===== src/rtl/hpd_pkg.sv =====
// Package for the hold-and-modify pixel decoder: widths, codes and the
// stage-1 control struct. No dependencies.
`timescale 1ns / 1ps

package hpd_pkg;

	localparam int PALETTE_DEPTH = 64;

	localparam int IDX_W   = 6;
	localparam int COLOR_W = 12;
	localparam int NIB_W   = 4;
	localparam int CODE_W  = 8;
	localparam int CHAN_W  = 8;

	// command field
	localparam logic CMD_PALETTE = 1'b0;
	localparam logic CMD_PIXEL   = 1'b1;

	// ham_mode register
	localparam logic MODE_HAM6 = 1'b0;
	localparam logic MODE_HAM8 = 1'b1;

	// action selected by code bits 7:6 (HAM8) or 5:4 (HAM6)
	localparam logic [1:0] ACT_LOAD  = 2'd0;
	localparam logic [1:0] ACT_BLUE  = 2'd1;
	localparam logic [1:0] ACT_RED   = 2'd2;
	localparam logic [1:0] ACT_GREEN = 2'd3;

	typedef struct packed {
		logic              valid;
		logic              line_start;
		logic              in_range;
		logic [CODE_W-1:0] code;
	} hpd_s1_t;

	// 4-bit channel to 8 bits, nibble * 0x11
	function automatic logic [CHAN_W-1:0] expand(input logic [NIB_W-1:0] n);
		return {n, n};
	endfunction

endpackage


===== src/rtl/hpd_cmd_if.sv =====
// Input channel of the decoder: palette writes and pixel codes.
// Depends on hpd_pkg.
`timescale 1ns / 1ps

interface hpd_cmd_if;
	logic                        valid;
	logic                        ready;
	logic                        command;
	logic [hpd_pkg::IDX_W-1:0]   palette_index;
	logic [hpd_pkg::COLOR_W-1:0] palette_color;
	logic [hpd_pkg::CODE_W-1:0]  pixel_code;
	logic                        line_start;

	modport source (output valid, command, palette_index, palette_color, pixel_code,
		line_start, input ready);
	modport sink (input valid, command, palette_index, palette_color, pixel_code,
		line_start, output ready);
endinterface


===== src/rtl/hpd_pixel_if.sv =====
// Output channel of the decoder: one 24-bit color per pixel transaction.
// Depends on hpd_pkg.
`timescale 1ns / 1ps

interface hpd_pixel_if;
	logic                       valid;
	logic                       ready;
	logic [hpd_pkg::CHAN_W-1:0] red;
	logic [hpd_pkg::CHAN_W-1:0] green;
	logic [hpd_pkg::CHAN_W-1:0] blue;

	modport source (output valid, red, green, blue, input ready);
	modport sink (input valid, red, green, blue, output ready);
endinterface


===== src/rtl/hpd_cfg_if.sv =====
// Configuration write channel carrying the ham_mode register.
// No dependencies.
`timescale 1ns / 1ps

interface hpd_cfg_if;
	logic valid;
	logic ready;
	logic ham_mode;

	modport source (output valid, ham_mode, input ready);
	modport sink (input valid, ham_mode, output ready);
endinterface


===== src/rtl/hpd_ram.sv =====
// Generic simple dual-port RAM, one write and one registered read port.
// No dependencies.
`timescale 1ns / 1ps

module hpd_ram #(
	parameter int WIDTH = 12,
	parameter int DEPTH = 64
) (
	input  logic                     clk,
	input  logic                     we,
	input  logic [$clog2(DEPTH)-1:0] waddr,
	input  logic [WIDTH-1:0]         wdata,
	input  logic                     re,
	input  logic [$clog2(DEPTH)-1:0] raddr,
	output logic [WIDTH-1:0]         rdata
);

	logic [WIDTH-1:0] mem [DEPTH];

	always_ff @(posedge clk) begin
		if (we) begin
			mem[waddr] <= wdata;
		end
		if (re) begin
			rdata <= mem[raddr];
		end
	end

endmodule


===== src/rtl/hpd_color_unit.sv =====
// Stage 1 of the decoder: applies the hold-and-modify action to the held
// color using the palette read data, and owns the output register.
// Depends on hpd_pkg and hpd_pixel_if.
`timescale 1ns / 1ps

module hpd_color_unit (
	input  logic                        clk,
	input  logic                        arst_n,
	input  logic                        ham_mode,
	input  hpd_pkg::hpd_s1_t            stage_s1,
	input  logic [hpd_pkg::COLOR_W-1:0] entry,
	output logic                        take,
	hpd_pixel_if.source                 pixel
);

	logic [hpd_pkg::CHAN_W-1:0] held_red_q, held_green_q, held_blue_q;
	logic [hpd_pkg::CHAN_W-1:0] red_q, green_q, blue_q;
	logic                       out_valid_q;

	logic [hpd_pkg::COLOR_W-1:0] ent;
	logic [hpd_pkg::CHAN_W-1:0]  base_r, base_g, base_b;
	logic [hpd_pkg::CHAN_W-1:0]  new_r, new_g, new_b;
	logic [1:0]                  act;
	logic                        nop;
	logic                        reload;
	logic [hpd_pkg::CODE_W-1:0]  code;

	assign code = stage_s1.code;

	always_comb begin
		if (ham_mode == hpd_pkg::MODE_HAM8) begin
			act = code[7:6];
			nop = 1'b0;
		end else begin
			act = code[5:4];
			nop = (code[7:6] != 2'b00);
		end
		reload = stage_s1.line_start || (!nop && act == hpd_pkg::ACT_LOAD);
		// read address was the coded entry on a load, entry 0 otherwise
		ent    = stage_s1.in_range ? entry : '0;
		base_r = reload ? hpd_pkg::expand(ent[11:8]) : held_red_q;
		base_g = reload ? hpd_pkg::expand(ent[7:4])  : held_green_q;
		base_b = reload ? hpd_pkg::expand(ent[3:0])  : held_blue_q;
		new_r  = base_r;
		new_g  = base_g;
		new_b  = base_b;
		if (!nop) begin
			case (act)
				hpd_pkg::ACT_BLUE: begin
					new_b = (ham_mode == hpd_pkg::MODE_HAM8) ? {code[5:0], base_b[1:0]}
						: hpd_pkg::expand(code[3:0]);
				end
				hpd_pkg::ACT_RED: begin
					new_r = (ham_mode == hpd_pkg::MODE_HAM8) ? {code[5:0], base_r[1:0]}
						: hpd_pkg::expand(code[3:0]);
				end
				hpd_pkg::ACT_GREEN: begin
					new_g = (ham_mode == hpd_pkg::MODE_HAM8) ? {code[5:0], base_g[1:0]}
						: hpd_pkg::expand(code[3:0]);
				end
				default: begin
				end
			endcase
		end
	end

	assign take = !out_valid_q || pixel.ready;

	always_ff @(posedge clk or negedge arst_n) begin
		if (!arst_n) begin
			held_red_q   <= '0;
			held_green_q <= '0;
			held_blue_q  <= '0;
			out_valid_q  <= 1'b0;
		end else if (take) begin
			out_valid_q <= stage_s1.valid;
			if (stage_s1.valid) begin
				held_red_q   <= new_r;
				held_green_q <= new_g;
				held_blue_q  <= new_b;
			end
		end
	end

	always_ff @(posedge clk) begin
		if (take && stage_s1.valid) begin
			red_q   <= new_r;
			green_q <= new_g;
			blue_q  <= new_b;
		end
	end

	assign pixel.valid = out_valid_q;
	assign pixel.red   = red_q;
	assign pixel.green = green_q;
	assign pixel.blue  = blue_q;

endmodule


===== src/rtl/ham_pixel_decoder.sv =====
// Hold-and-modify pixel decoder.
//
// Channels: cmd carries palette writes (command 0) and pixel codes
// (command 1); pixel returns one red/green/blue result per pixel
// transaction, none for palette writes; cfg writes ham_mode (0 = HAM6,
// 1 = HAM8) and is always ready. Write cfg only while the block is idle.
// Throughput: one transaction per cycle while pixel.ready stays high. Each pixel
// does a single palette read (the coded entry on a load action, entry 0
// otherwise), so the one read port of the palette RAM sets the rate.
// Pipeline: a pixel accepted on cmd passes the RAM read register, then the
// output register, before it is valid on pixel.
// Reset: held color clears to zero, ham_mode to HAM6. Palette contents are
// undefined until written.
// Stall: while pixel.ready is low the result holds, one more pixel waits in
// stage 1, and cmd.ready drops until the output register drains.
// Depends on hpd_pkg, hpd_cmd_if, hpd_pixel_if, hpd_cfg_if, hpd_ram,
// hpd_color_unit.
`timescale 1ns / 1ps

module ham_pixel_decoder #(
	parameter int PALETTE_DEPTH = hpd_pkg::PALETTE_DEPTH
) (
	input logic         clk,
	input logic         arst_n,
	hpd_cfg_if.sink     cfg,
	hpd_cmd_if.sink     cmd,
	hpd_pixel_if.source pixel
);

	localparam int AW = $clog2(PALETTE_DEPTH);
	localparam logic [hpd_pkg::IDX_W:0] DEPTH_L = (hpd_pkg::IDX_W + 1)'(PALETTE_DEPTH);

	logic                        ham_mode_q;
	logic                        accept;
	logic                        take;
	logic                        wr_en, rd_en;
	logic                        load;
	logic [hpd_pkg::IDX_W-1:0]   code_idx, rd_idx;
	logic [hpd_pkg::COLOR_W-1:0] rdata;

	logic                        valid_s1;
	logic                        line_start_s1;
	logic                        in_range_s1;
	logic [hpd_pkg::CODE_W-1:0]  code_s1;
	hpd_pkg::hpd_s1_t            stage_s1;

	assign cfg.ready = 1'b1;

	always_ff @(posedge clk or negedge arst_n) begin
		if (!arst_n) begin
			ham_mode_q <= hpd_pkg::MODE_HAM6;
		end else if (cfg.valid) begin
			ham_mode_q <= cfg.ham_mode;
		end
	end

	assign cmd.ready = !valid_s1 || take;
	assign accept    = cmd.valid && cmd.ready;

	// entry picked by a load action; entry 0 serves the line-start reload
	always_comb begin
		if (ham_mode_q == hpd_pkg::MODE_HAM8) begin
			code_idx = cmd.pixel_code[5:0];
			load     = (cmd.pixel_code[7:6] == hpd_pkg::ACT_LOAD);
		end else begin
			code_idx = {2'b00, cmd.pixel_code[3:0]};
			load     = (cmd.pixel_code[7:4] == {2'b00, hpd_pkg::ACT_LOAD});
		end
		rd_idx = load ? code_idx : '0;
	end

	assign wr_en = accept && cmd.command == hpd_pkg::CMD_PALETTE
		&& ({1'b0, cmd.palette_index} < DEPTH_L);
	assign rd_en = accept && cmd.command == hpd_pkg::CMD_PIXEL;

	hpd_ram #(
		.WIDTH (hpd_pkg::COLOR_W),
		.DEPTH (PALETTE_DEPTH)
	) u_palette (
		.clk   (clk),
		.we    (wr_en),
		.waddr (cmd.palette_index[AW-1:0]),
		.wdata (cmd.palette_color),
		.re    (rd_en),
		.raddr (rd_idx[AW-1:0]),
		.rdata (rdata)
	);

	always_ff @(posedge clk or negedge arst_n) begin
		if (!arst_n) begin
			valid_s1 <= 1'b0;
		end else if (cmd.ready) begin
			valid_s1 <= rd_en;
		end
	end

	always_ff @(posedge clk) begin
		if (rd_en) begin
			line_start_s1 <= cmd.line_start;
			in_range_s1   <= ({1'b0, rd_idx} < DEPTH_L);
			code_s1       <= cmd.pixel_code;
		end
	end

	assign stage_s1 = '{valid: valid_s1, line_start: line_start_s1,
		in_range: in_range_s1, code: code_s1};

	hpd_color_unit u_color (
		.clk      (clk),
		.arst_n   (arst_n),
		.ham_mode (ham_mode_q),
		.stage_s1 (stage_s1),
		.entry    (rdata),
		.take     (take),
		.pixel    (pixel)
	);

endmodule

===== src/flat_wrapper.sv =====
// flat-port wrapper written by rule: the top's interface ports become plain ports
module ham_pixel_decoder_flat 
#(
	parameter int PALETTE_DEPTH = hpd_pkg::PALETTE_DEPTH
)
  (clk, arst_n, cfg_valid, cfg_ham_mode, cfg_ready, cmd_valid, cmd_command, cmd_palette_index, cmd_palette_color, cmd_pixel_code, cmd_line_start, cmd_ready, pixel_valid, pixel_red, pixel_green, pixel_blue, pixel_ready);
  hpd_cfg_if cfg_i ();
  hpd_cmd_if cmd_i ();
  hpd_pixel_if pixel_i ();
  input logic clk;
  input logic arst_n;
  input wire logic [$bits(cfg_i.valid)-1:0] cfg_valid;
  input wire logic [$bits(cfg_i.ham_mode)-1:0] cfg_ham_mode;
  output wire logic [$bits(cfg_i.ready)-1:0] cfg_ready;
  input wire logic [$bits(cmd_i.valid)-1:0] cmd_valid;
  input wire logic [$bits(cmd_i.command)-1:0] cmd_command;
  input wire logic [$bits(cmd_i.palette_index)-1:0] cmd_palette_index;
  input wire logic [$bits(cmd_i.palette_color)-1:0] cmd_palette_color;
  input wire logic [$bits(cmd_i.pixel_code)-1:0] cmd_pixel_code;
  input wire logic [$bits(cmd_i.line_start)-1:0] cmd_line_start;
  output wire logic [$bits(cmd_i.ready)-1:0] cmd_ready;
  output wire logic [$bits(pixel_i.valid)-1:0] pixel_valid;
  output wire logic [$bits(pixel_i.red)-1:0] pixel_red;
  output wire logic [$bits(pixel_i.green)-1:0] pixel_green;
  output wire logic [$bits(pixel_i.blue)-1:0] pixel_blue;
  input wire logic [$bits(pixel_i.ready)-1:0] pixel_ready;
  assign cfg_i.valid = cfg_valid;
  assign cfg_i.ham_mode = cfg_ham_mode;
  assign cfg_ready = cfg_i.ready;
  assign cmd_i.valid = cmd_valid;
  assign cmd_i.command = cmd_command;
  assign cmd_i.palette_index = cmd_palette_index;
  assign cmd_i.palette_color = cmd_palette_color;
  assign cmd_i.pixel_code = cmd_pixel_code;
  assign cmd_i.line_start = cmd_line_start;
  assign cmd_ready = cmd_i.ready;
  assign pixel_valid = pixel_i.valid;
  assign pixel_red = pixel_i.red;
  assign pixel_green = pixel_i.green;
  assign pixel_blue = pixel_i.blue;
  assign pixel_i.ready = pixel_ready;
  ham_pixel_decoder #(.PALETTE_DEPTH(PALETTE_DEPTH)) u_core (.clk(clk), .arst_n(arst_n), .cfg(cfg_i), .cmd(cmd_i), .pixel(pixel_i));
endmodule

===== config.mk =====
export PLATFORM = sky130hd
export DESIGN_NAME = ham_pixel_decoder_flat
export DESIGN_NICKNAME = d
export VERILOG_FILES = /design/src/rtl/hpd_pkg.sv /design/src/rtl/hpd_cmd_if.sv /design/src/rtl/hpd_pixel_if.sv /design/src/rtl/hpd_cfg_if.sv /design/src/rtl/hpd_ram.sv /design/src/rtl/hpd_color_unit.sv /design/src/rtl/ham_pixel_decoder.sv /design/src/flat_wrapper.sv
export SDC_FILE = /design/constraint.sdc
export NUM_CORES = 1
export LEC_CHECK = 0
export ABC_AREA = 1
export BUFFER_PORTS_ARGS = -buffer_cell sky130_fd_sc_hd__buf_2
export CAP_MARGIN = 30
export CORE_MARGIN = 5
export CORE_UTILIZATION = 40
export CTS_BUF_LIST = sky130_fd_sc_hd__clkbuf_4 sky130_fd_sc_hd__clkbuf_8 sky130_fd_sc_hd__clkbuf_16
export DETAILED_ROUTE_END_ITERATION = 6
export GPL_ROUTABILITY_DRIVEN = 0
export GPL_TIMING_DRIVEN = 1
export PLACE_DENSITY_LB_ADDON = 0.12
export SETUP_SLACK_MARGIN = 0.05
export SLEW_MARGIN = 20
export SYNTH_ARGS = -nofsm -noshare
export SYNTH_HDL_FRONTEND = slang
export SYNTH_SLANG_ARGS = --single-unit

===== constraint.sdc =====
create_clock -name clk -period 3 [get_ports clk]
set_input_delay 0.6 -clock clk [delete_from_list [all_inputs] [get_ports clk]]
set_output_delay 0.6 -clock clk [all_outputs]
set_load 0.1 [all_outputs]

==> results.sh <==
export IMPL_grt_pass1_wl_mm=165
export IMPL_hold_viol_final=0
export IMPL_routedWlPerCell_um=23.0
export IMPL_layout_commonest_cell="edfxtp_1"
export IMPL_hpwl_mm=66.9
export IMPL_p_sw_frac=0.237
export IMPL_yosys_warnings=0
export IMPL_grt_antenna_before_repair=1
export IMPL_grt_util_all_layers=0.220
export IMPL_worstHoldPathType="in -> reg"
export IMPL_drc=0
export IMPL_p_sw_w=0.00626
export IMPL_setup_ws_ns=0.319
export IMPL_hold_path_endpoint="u_core.line_start_s1"
export IMPL_relSlewSlack=0.417
export IMPL_pwr_share_comb=0.082
export IMPL_r2r_cells=12
export IMPL_synth_ff_type="edfxtp_1"
export IMPL_drv_slew=0
export IMPL_cp_end_kind="flop"
export IMPL_synth_cells=3411
export IMPL_setup_violations=0
export IMPL_synthToLayoutAreaGrowth_pct=15.7
export IMPL_grt_use_met3=0.0336
export IMPL_grtUsageMet1=0.319
export IMPL_viasPerCell=5.38
export IMPL_max_freq_ghz=0.373
export IMPL_r2r_slack_ns=0.32
export IMPL_place_ws_ns=-0.151
export IMPL_grt_pass1_vias=25100
export IMPL_reg2reg_to="u_core.u_palette.rdata[1]"
export IMPL_synth_cell_types=28
export IMPL_fin_crit_ns=2.68
export IMPL_p_leak_nw=17.0
export IMPL_fp_dieW_um=314
export IMPL_max_clock_path_buffers=3
export IMPL_h_tree_depth=3
export IMPL_holdPathStages=1
export IMPL_design_area_um2=42700
export IMPL_synth_area_um2=36900
export IMPL_drv_cap=0
export IMPL_initial_utilization=0.403
export IMPL_detail_route_antenna_nets=0
export IMPL_cp_max_fo=44
export IMPL_intPower_w=0.0202
export IMPL_vias=25700
export IMPL_cts_root_buffer="clkbuf_16"
export IMPL_finalClockSkew_ns=0.0152
export IMPL_critPathRequiredTime_ns=3.38
export IMPL_clkPwrFrac=0.420
export IMPL_grtUsageMet2=0.347
export IMPL_crit_type="reg -> reg"
export IMPL_syn_area_per_cell_um2=10.8
export IMPL_vdd_drop_max_mv=0.357
export IMPL_synth_edf_count=813
export IMPL_ys_seq_area_frac=0.680
export IMPL_final_cell_mix="edfxtp_1, nand3_1, inv_1, nor2_1, nand2_1"
export IMPL_drtIter0Drc=2770
export IMPL_async_flop_share=0.0321
export IMPL_hold_path_startpoint="cmd_line_start"
export IMPL_clock_latency_ns=0.65
export IMPL_first_pass_iters=5
export IMPL_p_seq_frac=0.498
export IMPL_busiest_layer="met2"
export IMPL_rows=111
export IMPL_grt_overflow_total=0
export IMPL_die_area_um2=98400
export IMPL_clkTransAtPathRegs_ns=0.05
export IMPL_status="completed"
export IMPL_tightest_slew_ns=0.875
export IMPL_holdWs_ns=0.138
export IMPL_layout_nets=3558
export IMPL_power_density_nw_per_um2=619
export IMPL_post_cts_buffers=0
export IMPL_cts_sinks=840
export IMPL_rsz0062_at_grt="false"
export IMPL_cts_tree="built"
export IMPL_min_period_over_period=0.894
export IMPL_r2r_start="u_core.ham_mode_q"
export IMPL_diodes=0
export IMPL_worst_ep_arrival_time_ns=3.06
export IMPL_coreArea_um2=91700
export IMPL_start_kind="flop"
export IMPL_port_buffers=59
export IMPL_grt_max_degree=121
export IMPL_drive_above_1_share=0.135
export IMPL_ioPinCount=61
export IMPL_die_h_um=314
export IMPL_drt_total_wl_mm=110
export IMPL_tns_ns=0
export IMPL_placed_area_um2=39700
export IMPL_num_fill_cells=8357
export IMPL_syn_num_nets=3445
export IMPL_synth_seq_cells=840
export IMPL_numCtsBuffers=92
-- timing repair --
action                                 4_1_cts  5_1_grt
endpoints found under the hold margin       27        0
gates resized for setup                      0        0
hold buffers                                 1        0
-- synthesized netlist by cell type, types with 27 or more instances --
cell,number,share of area
nand2_1,311,0.032
o21ai_1,38,0.0052
inv_1,522,0.053
clkbuf_1,99,0.010
dfrtp_1,27,0.018
edfxtp_1,813,0.66
or2_2,72,0.012
nor2_1,314,0.032
nand3_1,658,0.089
nand4_1,285,0.048
o21ai_0,110,0.015
buf_2,111,0.015
-- stage by stage --
stage | util | total power [W] | std cells
2_1_floorplan | - | 0.0146 | 3411
3_3_place_gp | 0.433 | 0.0155 | 4613
3_5_place_dp | 0.433 | 0.0156 | 4613
4_1_cts | 0.465 | 0.0266 | 4779
5_1_grt | 0.466 | 0.0274 | 4781
6_report | 0.466 | 0.0264 | 4781
-- critical path, cell delays in order, from the launching register on --
cell and delay (ns):
dfrtp_1 0.37, inv_2 0.09, o21ai_4 0.14, buf_12 0.19, nand3_4 0.10, buf_12 0.20
buf_12 0.18, o21ai_0 0.34, nand3_1 0.15, nand3_1 0.22, nand3_1 0.22, nand3_1 0.13
nand2_1 0.06
-- sequential cells by signal (all words and copies together) (netlist names) --
signal	cells
u_core.u_color.pixel.blue	8
u_core.u_color.held_green_q	8
u_core.u_color.pixel.red	8
u_core.u_color.held_blue_q	8
u_core.ham_mode_q	1
u_core.code_s1	8
u_core.u_color.held_red_q	8
u_core.u_color.pixel.green	8
u_core.line_start_s1	1
u_core.u_palette.mem	768
u_core.valid_s1	1
u_core.u_color.pixel.valid	1
u_core.u_palette.rdata	12
-- power groups by stage --
stage	clock network [W]	registers [W]	logic (W)
final	0.0111	0.0132	0.00216
after global routing	0.0119	0.0132	0.00233
after CTS	0.0113	0.0132	0.00216
after detailed placement	0	0.0134	0.00215
after global placement	0	0.0134	0.00213
after floorplan	0	0.0136	0.000988
-- worst max path at each step --
| stage | startpoint | end | slack (ns) | cells past startpoint |
|---|---|---|---|---|
| after CTS | u_core.ham_mode_q | u_core.u_palette.rdata[1] | 0.29 | 12 |
| after global routing | u_core.ham_mode_q | u_core.u_palette.rdata[11] | 0.13 | 13 |
| after global placement | cmd_pixel_code[7] | u_core.u_palette.rdata[11] | -0.15 | 12 |
| final | u_core.ham_mode_q | u_core.u_palette.rdata[1] | 0.32 | 12 |
| after floorplan | u_core.u_color.pixel.valid | u_core.u_palette.mem[0][0] | -0.1 | 5 |
| after detailed placement | cmd_pixel_code[7] | u_core.u_palette.rdata[7] | -0.15 | 12 |
-- cell families (layout without fill, tap and decap cells) --
logic type / Yosys count / count (layout) / synth area share
AO/OA/AOI/OAI: 162 / 162 / 0.0223
buffers and inverters: 759 / 943 / 0.0819
flip-flops: 840 / 840 / 0.680
other: 1 / 1 / 0.000102
AND/OR/NAND/NOR: 1649 / 1649 / 0.216
-- final cells by class --
| cell class | instances | area, um^2 | area share |
|---|---|---|---|
| sequential | 840 | 25100 | 0.588 |
| multi-input combinational | 1812 | 8820 | 0.207 |
| clock buffer | 118 | 2530 | 0.0592 |
| timing repair buffer | 251 | 2380 | 0.0558 |
| inverter | 527 | 1980 | 0.0464 |
| tap | 1186 | 1480 | 0.0348 |
| clock inverter | 47 | 407 | 0.00953 |
-- per-layer routing --
layer / share of wire / up-vias
li1: - / 12100
met1: 0.45 / 12600
met2: 0.46 / 901
met3: 0.067 / 155
met4: 0.027 / 0
met5: 0 / -
Power figures use the tool's default switching activity.
